File: config.mk
export PLATFORM = sky130hd
export DESIGN_NAME = first_fit_heap_allocator
export DESIGN_NICKNAME = d
export VERILOG_FILES = /design/src/rtl/ffha_pkg.sv /design/src/rtl/ffha_table.sv /design/src/rtl/first_fit_heap_allocator.sv
export VERILOG_INCLUDE_DIRS = /design/src /design/src/rtl
export SDC_FILE = /design/constraint.sdc
export NUM_CORES = 2
export LEC_CHECK = 0
export BUFFER_PORTS_ARGS = -buffer_cell sky130_fd_sc_hd__buf_2
export CAP_MARGIN = 20
export CORE_MARGIN = 2
export CORE_UTILIZATION = 40
export DETAILED_ROUTE_END_ITERATION = 6
export MAX_ROUTING_LAYER = met4
export PLACE_DENSITY = 0.65
export RECOVER_POWER = 50
export SLEW_MARGIN = 20
export SYNTH_ARGS = -nofsm -noshare
export SYNTH_HDL_FRONTEND = slang
export SYNTH_SLANG_ARGS = --single-unit
File: constraint.sdc
create_clock -name clk -period 8.9 [get_ports clk]
set_clock_uncertainty 0.05 [all_clocks]
set_input_delay 1.78 -clock clk [delete_from_list [all_inputs] [get_ports clk]]
set_output_delay 1.78 -clock clk [all_outputs]
set_load 0.01 [all_outputs]
File: src/rtl/assert_macros.svh
// Assertion macros shared by the allocator RTL.
// Each macro samples on the rising edge of clk and is disabled while rst_n is low.
`ifndef ASSERT_MACROS_SVH
`define ASSERT_MACROS_SVH
`ifndef ASSERT_OFF
`define ASSERT_CLK(lbl, prop, msg) \
  lbl: assert property (@(posedge clk) disable iff (!rst_n) prop) else $error(msg);
`define ASSERT_NEVER(lbl, expr, msg) \
  lbl: assert property (@(posedge clk) disable iff (!rst_n) !(expr)) else $error(msg);
`else
`define ASSERT_CLK(lbl, prop, msg)
`define ASSERT_NEVER(lbl, expr, msg)
`endif
`endif

File: src/rtl/ffha_pkg.sv
// Package for the first-fit heap allocator: codes, record layout and defaults.
// No dependencies; used by ffha_table and first_fit_heap_allocator.
`default_nettype none
package ffha_pkg;

  localparam int unsigned MAX_BLOCKS_DEF   = 64;
  localparam int unsigned HEADER_BYTES_DEF = 16;

  localparam int unsigned ADDR_W  = 20;
  localparam int unsigned SIZE_W  = 16;
  localparam int unsigned LIMIT_W = 21;
  localparam logic [LIMIT_W-1:0] LIMIT_CAP = 21'd1048576;

  typedef enum logic [1:0] {
    ACT_ALLOC   = 2'd0,
    ACT_FREE    = 2'd1,
    ACT_REALLOC = 2'd2,
    ACT_CALLOC  = 2'd3
  } action_t;

  typedef enum logic [2:0] {
    ST_OK        = 3'd0,
    ST_ZERO      = 3'd1,
    ST_EXHAUSTED = 3'd2,
    ST_FULL      = 3'd3,
    ST_UNKNOWN   = 3'd4
  } status_t;

  typedef enum logic [2:0] {
    S_IDLE,
    S_FIND,
    S_FIT,
    S_WR,
    S_OUT
  } state_t;

  // One block record as held in the table memory.
  typedef struct packed {
    logic [ADDR_W-1:0] base;
    logic [SIZE_W-1:0] size;
    logic              free;
  } entry_t;

  typedef struct packed {
    status_t           status;
    logic [ADDR_W-1:0] result_addr;
    logic [SIZE_W-1:0] granted_size;
    logic [ADDR_W-1:0] copy_from_addr;
    logic [SIZE_W-1:0] copy_bytes;
    logic              zero_fill;
  } result_t;

endpackage
`default_nettype wire

File: src/rtl/ffha_table.sv
// Block record memory: one write port, one read port with registered read data.
// Depends on ffha_pkg for the record type.
`default_nettype none
module ffha_table #(
  parameter int unsigned DEPTH = ffha_pkg::MAX_BLOCKS_DEF,
  parameter int unsigned AW    = $clog2(DEPTH)
) (
  input  wire logic             clk,
  input  wire logic             we,
  input  wire logic [AW-1:0]    waddr,
  input  wire ffha_pkg::entry_t wdata,
  input  wire logic [AW-1:0]    raddr,
  output ffha_pkg::entry_t      rdata
);

  ffha_pkg::entry_t mem [DEPTH];
  ffha_pkg::entry_t rdata_r;

  always_ff @(posedge clk) begin
    if (we) begin
      mem[waddr] <= wdata;
    end
  end

  always_ff @(posedge clk) begin
    rdata_r <= mem[raddr];
  end

  assign rdata = rdata_r;

endmodule
`default_nettype wire

File: src/rtl/first_fit_heap_allocator.sv
// Top level of the first-fit heap allocator: request sequencer and output register.
// Depends on ffha_pkg, ffha_table and assert_macros.svh.
//
//   Channel   Direction  Transfer condition        Contents
//   in_*      input      in_tvalid & in_tready     request (action in tuser)
//   out_*     output     out_tvalid & out_tready   one result per request
//   cfg_*     input      cfg_we                    heap limit register
//
// A request walks the block table one record per cycle through the table
// memory, whose read data is registered. A free or a realloc of a nonzero
// payload address first searches for the record with that address; an
// alloc, a calloc or a growing realloc then searches for the first fitting
// free record. Up to two writes update the table (the second releases the
// old block of a moving realloc), and the result then moves into the output
// register. The worst case is a growing realloc near the end of a nearly full
// or full table. Reset (rst_n low at a rising edge) empties the
// table by clearing the block count and the heap top; the records themselves
// are not cleared. A new request is taken as soon as the sequencer is idle,
// even while the previous result still waits in the output register; a
// stalled output only holds the sequencer at its final step.
`default_nettype none
`include "assert_macros.svh"
module first_fit_heap_allocator #(
  parameter int unsigned MAX_BLOCKS   = ffha_pkg::MAX_BLOCKS_DEF,
  parameter int unsigned HEADER_BYTES = ffha_pkg::HEADER_BYTES_DEF
) (
  input  wire logic        clk,
  input  wire logic        rst_n,
  // in_tdata, low bit up: size_bytes[15:0], elem_count[31:16],
  // payload_addr[51:32], zero fill [55:52]
  input  wire logic [55:0] in_tdata,
  // in_tuser: action[1:0]
  input  wire logic [1:0]  in_tuser,
  input  wire logic        in_tvalid,
  output logic             in_tready,
  // out_tdata, low bit up: status[2:0], result_addr[22:3],
  // granted_size[38:23], copy_from_addr[58:39], copy_bytes[74:59],
  // zero_fill[75], zero fill [79:76]
  output logic [79:0]      out_tdata,
  output logic             out_tvalid,
  input  wire logic        out_tready,
  input  wire logic        cfg_we,
  input  wire logic [20:0] cfg_wdata
);

  localparam int unsigned IW = $clog2(MAX_BLOCKS);
  localparam int unsigned CW = $clog2(MAX_BLOCKS + 1);
  localparam int unsigned AW = ffha_pkg::ADDR_W;
  localparam int unsigned SW = ffha_pkg::SIZE_W;
  localparam int unsigned LW = ffha_pkg::LIMIT_W;

  // Control state.
  ffha_pkg::state_t state_r, state_nxt;
  logic [CW-1:0]    count_r, count_nxt;
  logic [LW-1:0]    top_r, top_nxt;
  logic [LW-1:0]    limit_r;
  logic [CW-1:0]    scan_idx_r, scan_idx_nxt;
  logic             chk_vld_r, chk_vld_nxt;
  logic             second_r, second_nxt;
  logic             out_valid_r, out_valid_nxt;

  // Payload state.
  ffha_pkg::action_t act_r, act_nxt;
  logic [SW-1:0]     req_r, req_nxt;
  logic [AW-1:0]     addr_r, addr_nxt;
  logic [IW-1:0]     chk_idx_r, chk_idx_nxt;
  logic [IW-1:0]     old_idx_r, old_idx_nxt;
  logic [SW-1:0]     old_size_r, old_size_nxt;
  logic [IW-1:0]     wr_idx_r, wr_idx_nxt;
  ffha_pkg::entry_t  wr_ent_r, wr_ent_nxt;
  ffha_pkg::result_t res_r, res_nxt;
  ffha_pkg::result_t out_r, out_nxt;

  // Request fields on the input channel.
  ffha_pkg::action_t in_act;
  logic [SW-1:0]     in_size;
  logic [SW-1:0]     in_count;
  logic [AW-1:0]     in_addr;
  logic [SW-1:0]     in_req;
  logic              in_alloc_like;
  logic              accept;

  assign in_act   = ffha_pkg::action_t'(in_tuser);
  assign in_size  = in_tdata[15:0];
  assign in_count = in_tdata[31:16];
  assign in_addr  = in_tdata[51:32];
  // Calloc asks for the product wrapped to 16 bits; a zero factor gives zero.
  assign in_req   = (in_act == ffha_pkg::ACT_CALLOC) ? SW'(in_count * in_size) : in_size;
  assign in_alloc_like = (in_act == ffha_pkg::ACT_ALLOC) || (in_act == ffha_pkg::ACT_CALLOC) ||
                         ((in_act == ffha_pkg::ACT_REALLOC) && (in_addr == '0));
  assign accept = in_tvalid && in_tready;

  // Table memory and the scan that feeds it.
  ffha_pkg::entry_t rd_ent;
  logic             mem_we;
  logic             issue;
  logic             match;
  logic             hit;
  logic             miss;
  logic             move;
  logic [LW:0]      top_hdr;
  logic [LW:0]      top_end;

  assign issue  = ((state_r == ffha_pkg::S_FIND) || (state_r == ffha_pkg::S_FIT)) &&
                  (scan_idx_r < count_r);
  assign match  = (state_r == ffha_pkg::S_FIND) ? (rd_ent.base == addr_r)
                                                : (rd_ent.free && (rd_ent.size >= req_r));
  assign hit    = chk_vld_r && match;
  assign miss   = !chk_vld_r && !issue;
  assign mem_we = (state_r == ffha_pkg::S_WR);
  // A realloc that leaves its old block behind.
  assign move   = (act_r == ffha_pkg::ACT_REALLOC) && (addr_r != '0);

  assign top_hdr = {1'b0, top_r} + (LW + 1)'(HEADER_BYTES);
  assign top_end = top_hdr + (LW + 1)'(req_r);

  ffha_table #(
    .DEPTH (MAX_BLOCKS),
    .AW    (IW)
  ) u_table (
    .clk   (clk),
    .we    (mem_we),
    .waddr (wr_idx_r),
    .wdata (wr_ent_r),
    .raddr (scan_idx_r[IW-1:0]),
    .rdata (rd_ent)
  );

  always_comb begin
    state_nxt     = state_r;
    count_nxt     = count_r;
    top_nxt       = top_r;
    scan_idx_nxt  = scan_idx_r;
    chk_vld_nxt   = chk_vld_r;
    chk_idx_nxt   = chk_idx_r;
    second_nxt    = second_r;
    act_nxt       = act_r;
    req_nxt       = req_r;
    addr_nxt      = addr_r;
    old_idx_nxt   = old_idx_r;
    old_size_nxt  = old_size_r;
    wr_idx_nxt    = wr_idx_r;
    wr_ent_nxt    = wr_ent_r;
    res_nxt       = res_r;
    out_nxt       = out_r;
    out_valid_nxt = out_valid_r && !out_tready;
    in_tready     = (state_r == ffha_pkg::S_IDLE);

    // Scan bookkeeping; overridden where a search starts or ends.
    if (issue) begin
      scan_idx_nxt = scan_idx_r + CW'(1);
    end
    chk_vld_nxt = issue;
    chk_idx_nxt = scan_idx_r[IW-1:0];

    unique case (state_r)
      ffha_pkg::S_IDLE: begin
        chk_vld_nxt  = 1'b0;
        scan_idx_nxt = '0;
        if (accept) begin
          act_nxt    = in_act;
          req_nxt    = in_req;
          addr_nxt   = in_addr;
          second_nxt = 1'b0;
          res_nxt    = '0;
          if (in_alloc_like) begin
            if (in_req == '0) begin
              res_nxt.status = ffha_pkg::ST_ZERO;
              state_nxt      = ffha_pkg::S_OUT;
            end else begin
              state_nxt = ffha_pkg::S_FIT;
            end
          end else if ((in_act == ffha_pkg::ACT_FREE) && (in_addr == '0)) begin
            state_nxt = ffha_pkg::S_OUT;
          end else begin
            state_nxt = ffha_pkg::S_FIND;
          end
        end
      end

      ffha_pkg::S_FIND: begin
        if (hit) begin
          if (act_r == ffha_pkg::ACT_FREE) begin
            wr_idx_nxt      = chk_idx_r;
            wr_ent_nxt      = rd_ent;
            wr_ent_nxt.free = 1'b1;
            state_nxt       = ffha_pkg::S_WR;
          end else begin
            old_idx_nxt  = chk_idx_r;
            old_size_nxt = rd_ent.size;
            if (req_r <= rd_ent.size) begin
              res_nxt.result_addr  = addr_r;
              res_nxt.granted_size = rd_ent.size;
              state_nxt            = ffha_pkg::S_OUT;
            end else begin
              scan_idx_nxt = '0;
              chk_vld_nxt  = 1'b0;
              state_nxt    = ffha_pkg::S_FIT;
            end
          end
        end else if (miss) begin
          res_nxt.status = ffha_pkg::ST_UNKNOWN;
          state_nxt      = ffha_pkg::S_OUT;
        end
      end

      ffha_pkg::S_FIT: begin
        if (hit || (miss && (count_r != CW'(MAX_BLOCKS)) &&
                    (top_end <= {1'b0, limit_r}))) begin
          if (hit) begin
            // Reuse the first fitting free block whole.
            wr_idx_nxt = chk_idx_r;
            wr_ent_nxt = rd_ent;
          end else begin
            // Append a new block at the heap top.
            wr_idx_nxt      = count_r[IW-1:0];
            wr_ent_nxt.base = top_hdr[AW-1:0];
            wr_ent_nxt.size = req_r;
            count_nxt       = count_r + CW'(1);
            top_nxt         = top_end[LW-1:0];
          end
          wr_ent_nxt.free      = 1'b0;
          res_nxt.result_addr  = hit ? rd_ent.base : top_hdr[AW-1:0];
          res_nxt.granted_size = hit ? rd_ent.size : req_r;
          res_nxt.zero_fill    = (act_r == ffha_pkg::ACT_CALLOC);
          if (move) begin
            res_nxt.copy_from_addr = addr_r;
            res_nxt.copy_bytes     = old_size_r;
            second_nxt             = 1'b1;
          end
          state_nxt = ffha_pkg::S_WR;
        end else if (miss) begin
          res_nxt.status = (count_r == CW'(MAX_BLOCKS)) ? ffha_pkg::ST_FULL
                                                        : ffha_pkg::ST_EXHAUSTED;
          state_nxt      = ffha_pkg::S_OUT;
        end
      end

      ffha_pkg::S_WR: begin
        if (second_r) begin
          // Release the old block of a moving realloc.
          second_nxt      = 1'b0;
          wr_idx_nxt      = old_idx_r;
          wr_ent_nxt.base = addr_r;
          wr_ent_nxt.size = old_size_r;
          wr_ent_nxt.free = 1'b1;
        end else begin
          state_nxt = ffha_pkg::S_OUT;
        end
      end

      ffha_pkg::S_OUT: begin
        if (!out_valid_r || out_tready) begin
          out_nxt       = res_r;
          out_valid_nxt = 1'b1;
          state_nxt     = ffha_pkg::S_IDLE;
        end
      end

      default: begin
        state_nxt = ffha_pkg::S_IDLE;
      end
    endcase
  end

  always_ff @(posedge clk) begin
    if (!rst_n) begin
      state_r     <= ffha_pkg::S_IDLE;
      count_r     <= '0;
      top_r       <= '0;
      limit_r     <= ffha_pkg::LIMIT_CAP;
      scan_idx_r  <= '0;
      chk_vld_r   <= 1'b0;
      second_r    <= 1'b0;
      out_valid_r <= 1'b0;
    end else begin
      state_r     <= state_nxt;
      count_r     <= count_nxt;
      top_r       <= top_nxt;
      scan_idx_r  <= scan_idx_nxt;
      chk_vld_r   <= chk_vld_nxt;
      second_r    <= second_nxt;
      out_valid_r <= out_valid_nxt;
      // Limits above the addressable heap act as the full heap.
      if (cfg_we) begin
        limit_r <= (cfg_wdata > ffha_pkg::LIMIT_CAP) ? ffha_pkg::LIMIT_CAP : cfg_wdata;
      end
    end
  end

  always_ff @(posedge clk) begin
    act_r      <= act_nxt;
    req_r      <= req_nxt;
    addr_r     <= addr_nxt;
    chk_idx_r  <= chk_idx_nxt;
    old_idx_r  <= old_idx_nxt;
    old_size_r <= old_size_nxt;
    wr_idx_r   <= wr_idx_nxt;
    wr_ent_r   <= wr_ent_nxt;
    res_r      <= res_nxt;
    out_r      <= out_nxt;
  end

  assign out_tvalid = out_valid_r;
  assign out_tdata  = {4'b0, out_r.zero_fill, out_r.copy_bytes, out_r.copy_from_addr,
                       out_r.granted_size, out_r.result_addr, out_r.status};

  `ASSERT_NEVER(a_count_range, count_r > CW'(MAX_BLOCKS), "block count above table depth")
  `ASSERT_NEVER(a_top_range, top_r > ffha_pkg::LIMIT_CAP, "heap top beyond addressable heap")
  `ASSERT_CLK(a_wr_in_table, mem_we |-> (CW'(wr_idx_r) < count_r), "write outside live table")
  `ASSERT_CLK(a_one_at_a_time, accept |=> !in_tready, "request taken while one is in progress")

endmodule
`default_nettype wire
==> impl_metrics.env <==
export IMPL_synthFlopType="edfxtp_1"
export IMPL_area_growth_pct=13.3
export IMPL_synth_fa_ha_area_share_pct=2.80
export IMPL_die_area_mm2=0.277
export IMPL_synth_simple_area_share_pct=2.37
export IMPL_end_kind="flop"
export IMPL_p_switching_mw=6.54
export IMPL_die_w_um=526
export IMPL_drtPass1Iterations=7
export IMPL_synth_top_family_by_area="multiplexers"
export IMPL_synth_compound_area_share_pct=2.01
export IMPL_post_cts_resized=0
export IMPL_pre_cts_slack_ps=872
export IMPL_cts_clk_slew_worst_paths_ps=70
export IMPL_leakage_nw=38.0
export IMPL_required_ps=9400
export IMPL_numPortBuffers=157
export IMPL_ios=166
export IMPL_p_int_mw=22.1
export IMPL_design_area_mm2=0.124
export IMPL_final_util_pct=45.6
export IMPL_ys_seq_elements=2728
export IMPL_fp_dieH_um=526
export IMPL_cp_num_buf_inv=5
export IMPL_place_area_mm2=0.115
export IMPL_cp_arrival_ps=8050
export IMPL_cpPeakStageDelay_ps=1840
export IMPL_tns_ps=0
export IMPL_netlist_area_leader_share_pct=72.2
export IMPL_synth_most_common_cell="edfxtp_1"
export IMPL_crit_type="flop to flop"
export IMPL_num_vias=52700
export IMPL_max_freq_mhz=132
export IMPL_gp_congestion=0.849
export IMPL_hold_viol_final=0
export IMPL_drt_total_wl_um=253000
export IMPL_crit_chain="clkbuf_1, inv_2, nor2_1, clkbuf_1, nand3_1, clkbuf_1, nor2_1, buf_4"
export IMPL_drv_cap=51
export IMPL_setup_viol=0
export IMPL_critPathSlowestCell="clkbuf_1"
export IMPL_power_density_mw_per_mm2=232
export IMPL_htree_levels=5
export IMPL_grt_ovfl_total=0
export IMPL_hold_class="flop to flop"
export IMPL_clk_path_buf_depth=4
export IMPL_synth_edf_count=2623
export IMPL_rows=191
export IMPL_final_min_clock_period_ps=7550
export IMPL_seqPwrFrac_pct=51.7
export IMPL_rsz0062_at_grt="no"
export IMPL_first_global_vias=53800
export IMPL_ys_types=73
export IMPL_antenna_found_initial=14
export IMPL_status="complete, but fails checks"
export IMPL_synth_top_cells_by_count="2,623 x edfxtp_1, 777 x mux4_2, 172 x clkbuf_1, 162 x nor2_1, 155 x inv_1"
export IMPL_postCtsHoldBufs=0
export IMPL_peakVddDrop_uv=157
export IMPL_grt_pass1_wl_um=373000
export IMPL_post_drt_wl_per_cell_um=27.4
export IMPL_synthCells=5126
export IMPL_viasPerCell=5.70
export IMPL_path_common_cell="clkbuf_1"
export IMPL_cts_setup_buffers=0
export IMPL_crit_family="buffers and inverters"
export IMPL_final_setup_worst_slack_ps=1350
export IMPL_pwr_share_clk_pct=39.3
export IMPL_yosysWarnings=0
export IMPL_grt_usage_pct=18.8
export IMPL_drtAntennaViolNets=0
export IMPL_maxSlewViolCount=2930
export IMPL_tightest_slew_ps=4100
export IMPL_async_flop_share_pct=0
export IMPL_synthXorXnorAreaFrac_pct=0.815
export IMPL_finalCritPeriodShare_pct=84.8
export IMPL_failed_checks="max-capacitance violations, max-slew violations"
export IMPL_yosysSeqAreaShare_pct=74.1
export IMPL_relSlewSlack_pct=-173
export IMPL_cts_tree="yes"
export IMPL_hpwl_um=144000
export IMPL_drt_iter0_drc=5608
export IMPL_grt_max_degree=141
export IMPL_fin_worst_hold_slack_ps=355
export IMPL_avgSynthCellArea_um2=21.3
export IMPL_cts_root_buf="clkbuf_16"
export IMPL_coreArea_mm2=0.271
export IMPL_cts_sinks=2728
export IMPL_swShare_pct=22.8
export IMPL_power_frac_comb_pct=9.0
export IMPL_cp_start_kind="flop"
export IMPL_cp_max_fo=50
export IMPL_drive_above_1_share_pct=26.0
export IMPL_netlist_top_cell_by_area="edfxtp_1"
export IMPL_drc_errors=0
export IMPL_finalNetCount=5751
export IMPL_synth_mux_area_share_pct=16.5
export IMPL_numCtsBuffers=290
export IMPL_clkLatencyLatePin_ps=940
export IMPL_initial_core_util_pct=40.3
export IMPL_synth_area_top_cells="edfxtp_1 72%, mux4_2 16%, dfxtp_1 1.9%, fa_1 1.5%, ha_1 1.3%"
export IMPL_syn_cell_area_mm2=0.109
final cells by class:
cell class | instances | area, um2
Timing Repair Buffer | 310 | 1840
Clock inverter | 117 | 910
Antenna cell | 3 | 7.51
Fill cell | 22400 | 147000
Clock buffer | 369 | 7830
Multi-Input combinational cell | 1983 | 27200
Inverter | 158 | 593
Sequential cell | 2728 | 80900
Tap cell | 3570 | 4470
power groups by stage:
stage          Clock, mW  Sequential, mW  Combinational [mW]
2_1_floorplan          0            15.1                1.65
6_report            11.3            14.8                2.58
4_1_cts             11.5            14.8                2.62
3_3_place_gp           0            15.0                2.53
5_1_grt             12.0            14.8                2.89
3_5_place_dp           0            15.0                2.60
state kept, by name (all words and copies together), names as in the netlist, 7 cells and up:
signal         cells
old_size_r        16
top_r             21
res_r             76
req_r             16
out_tdata         76
scan_idx_r         7
limit_r           21
addr_r            20
count_r            7
u_table.rdata     37
wr_ent_r          37
u_table.mem     2368
worst paths after layout:
check / start / to / slack, ps / cells after the start
setup / recovery: state_r[0] / u_table.mem[52][33] / 1350 / 8
hold / removal: res_r[31] / out_tdata[53] / 350 / 0
setup reg to reg: state_r[0] / u_table.mem[52][33] / 1350 / 8
hold reg to reg: res_r[31] / out_tdata[53] / 350 / 0
placed cells by master (no fill, tap or decap), types with 94 or more instances in the layout:
cell type,instances
buf_2,132
buf_4,94
clkbuf_1,139
clkbuf_16,301
dfxtp_1,102
edfxtp_1,2623
ha_1,115
inv_1,156
mux4_2,777
nand2_1,152
nor2_1,103
metrics by stage:
stage | power [mW] | cells
2_1_floorplan | 16.8 | 5129
3_3_place_gp | 17.5 | 8746
3_5_place_dp | 17.6 | 8746
4_1_cts | 28.9 | 9232
5_1_grt | 29.7 | 9236
6_report | 28.7 | 9238
metal layers:
metal / global-route usage [%] / vias up / part of all wire, % / wire (um)
met5: - / - / 0 / 0
met4: 4.56 / 0 / 2.1 / 5260
met3: 3.07 / 381 / 7.5 / 19000
met2: 29.3 / 2258 / 49 / 123000
met1: 25.9 / 28200 / 42 / 106000
li1: - / 21800 / - / -
cell families (layout without fill, tap and decap cells):
family                   Yosys count  in the layout
buffers and inverters            418            954
XOR/XNOR                         100            100
other                              1              7
flip-flops                      2728           2728
multiplexers                     822            822
AO/OA/AOI/OAI                    322            322
adder cells (fa/ha/maj)          196            196
AND/OR/NAND/NOR                  539            539
(Power assumes the default switching activity.)
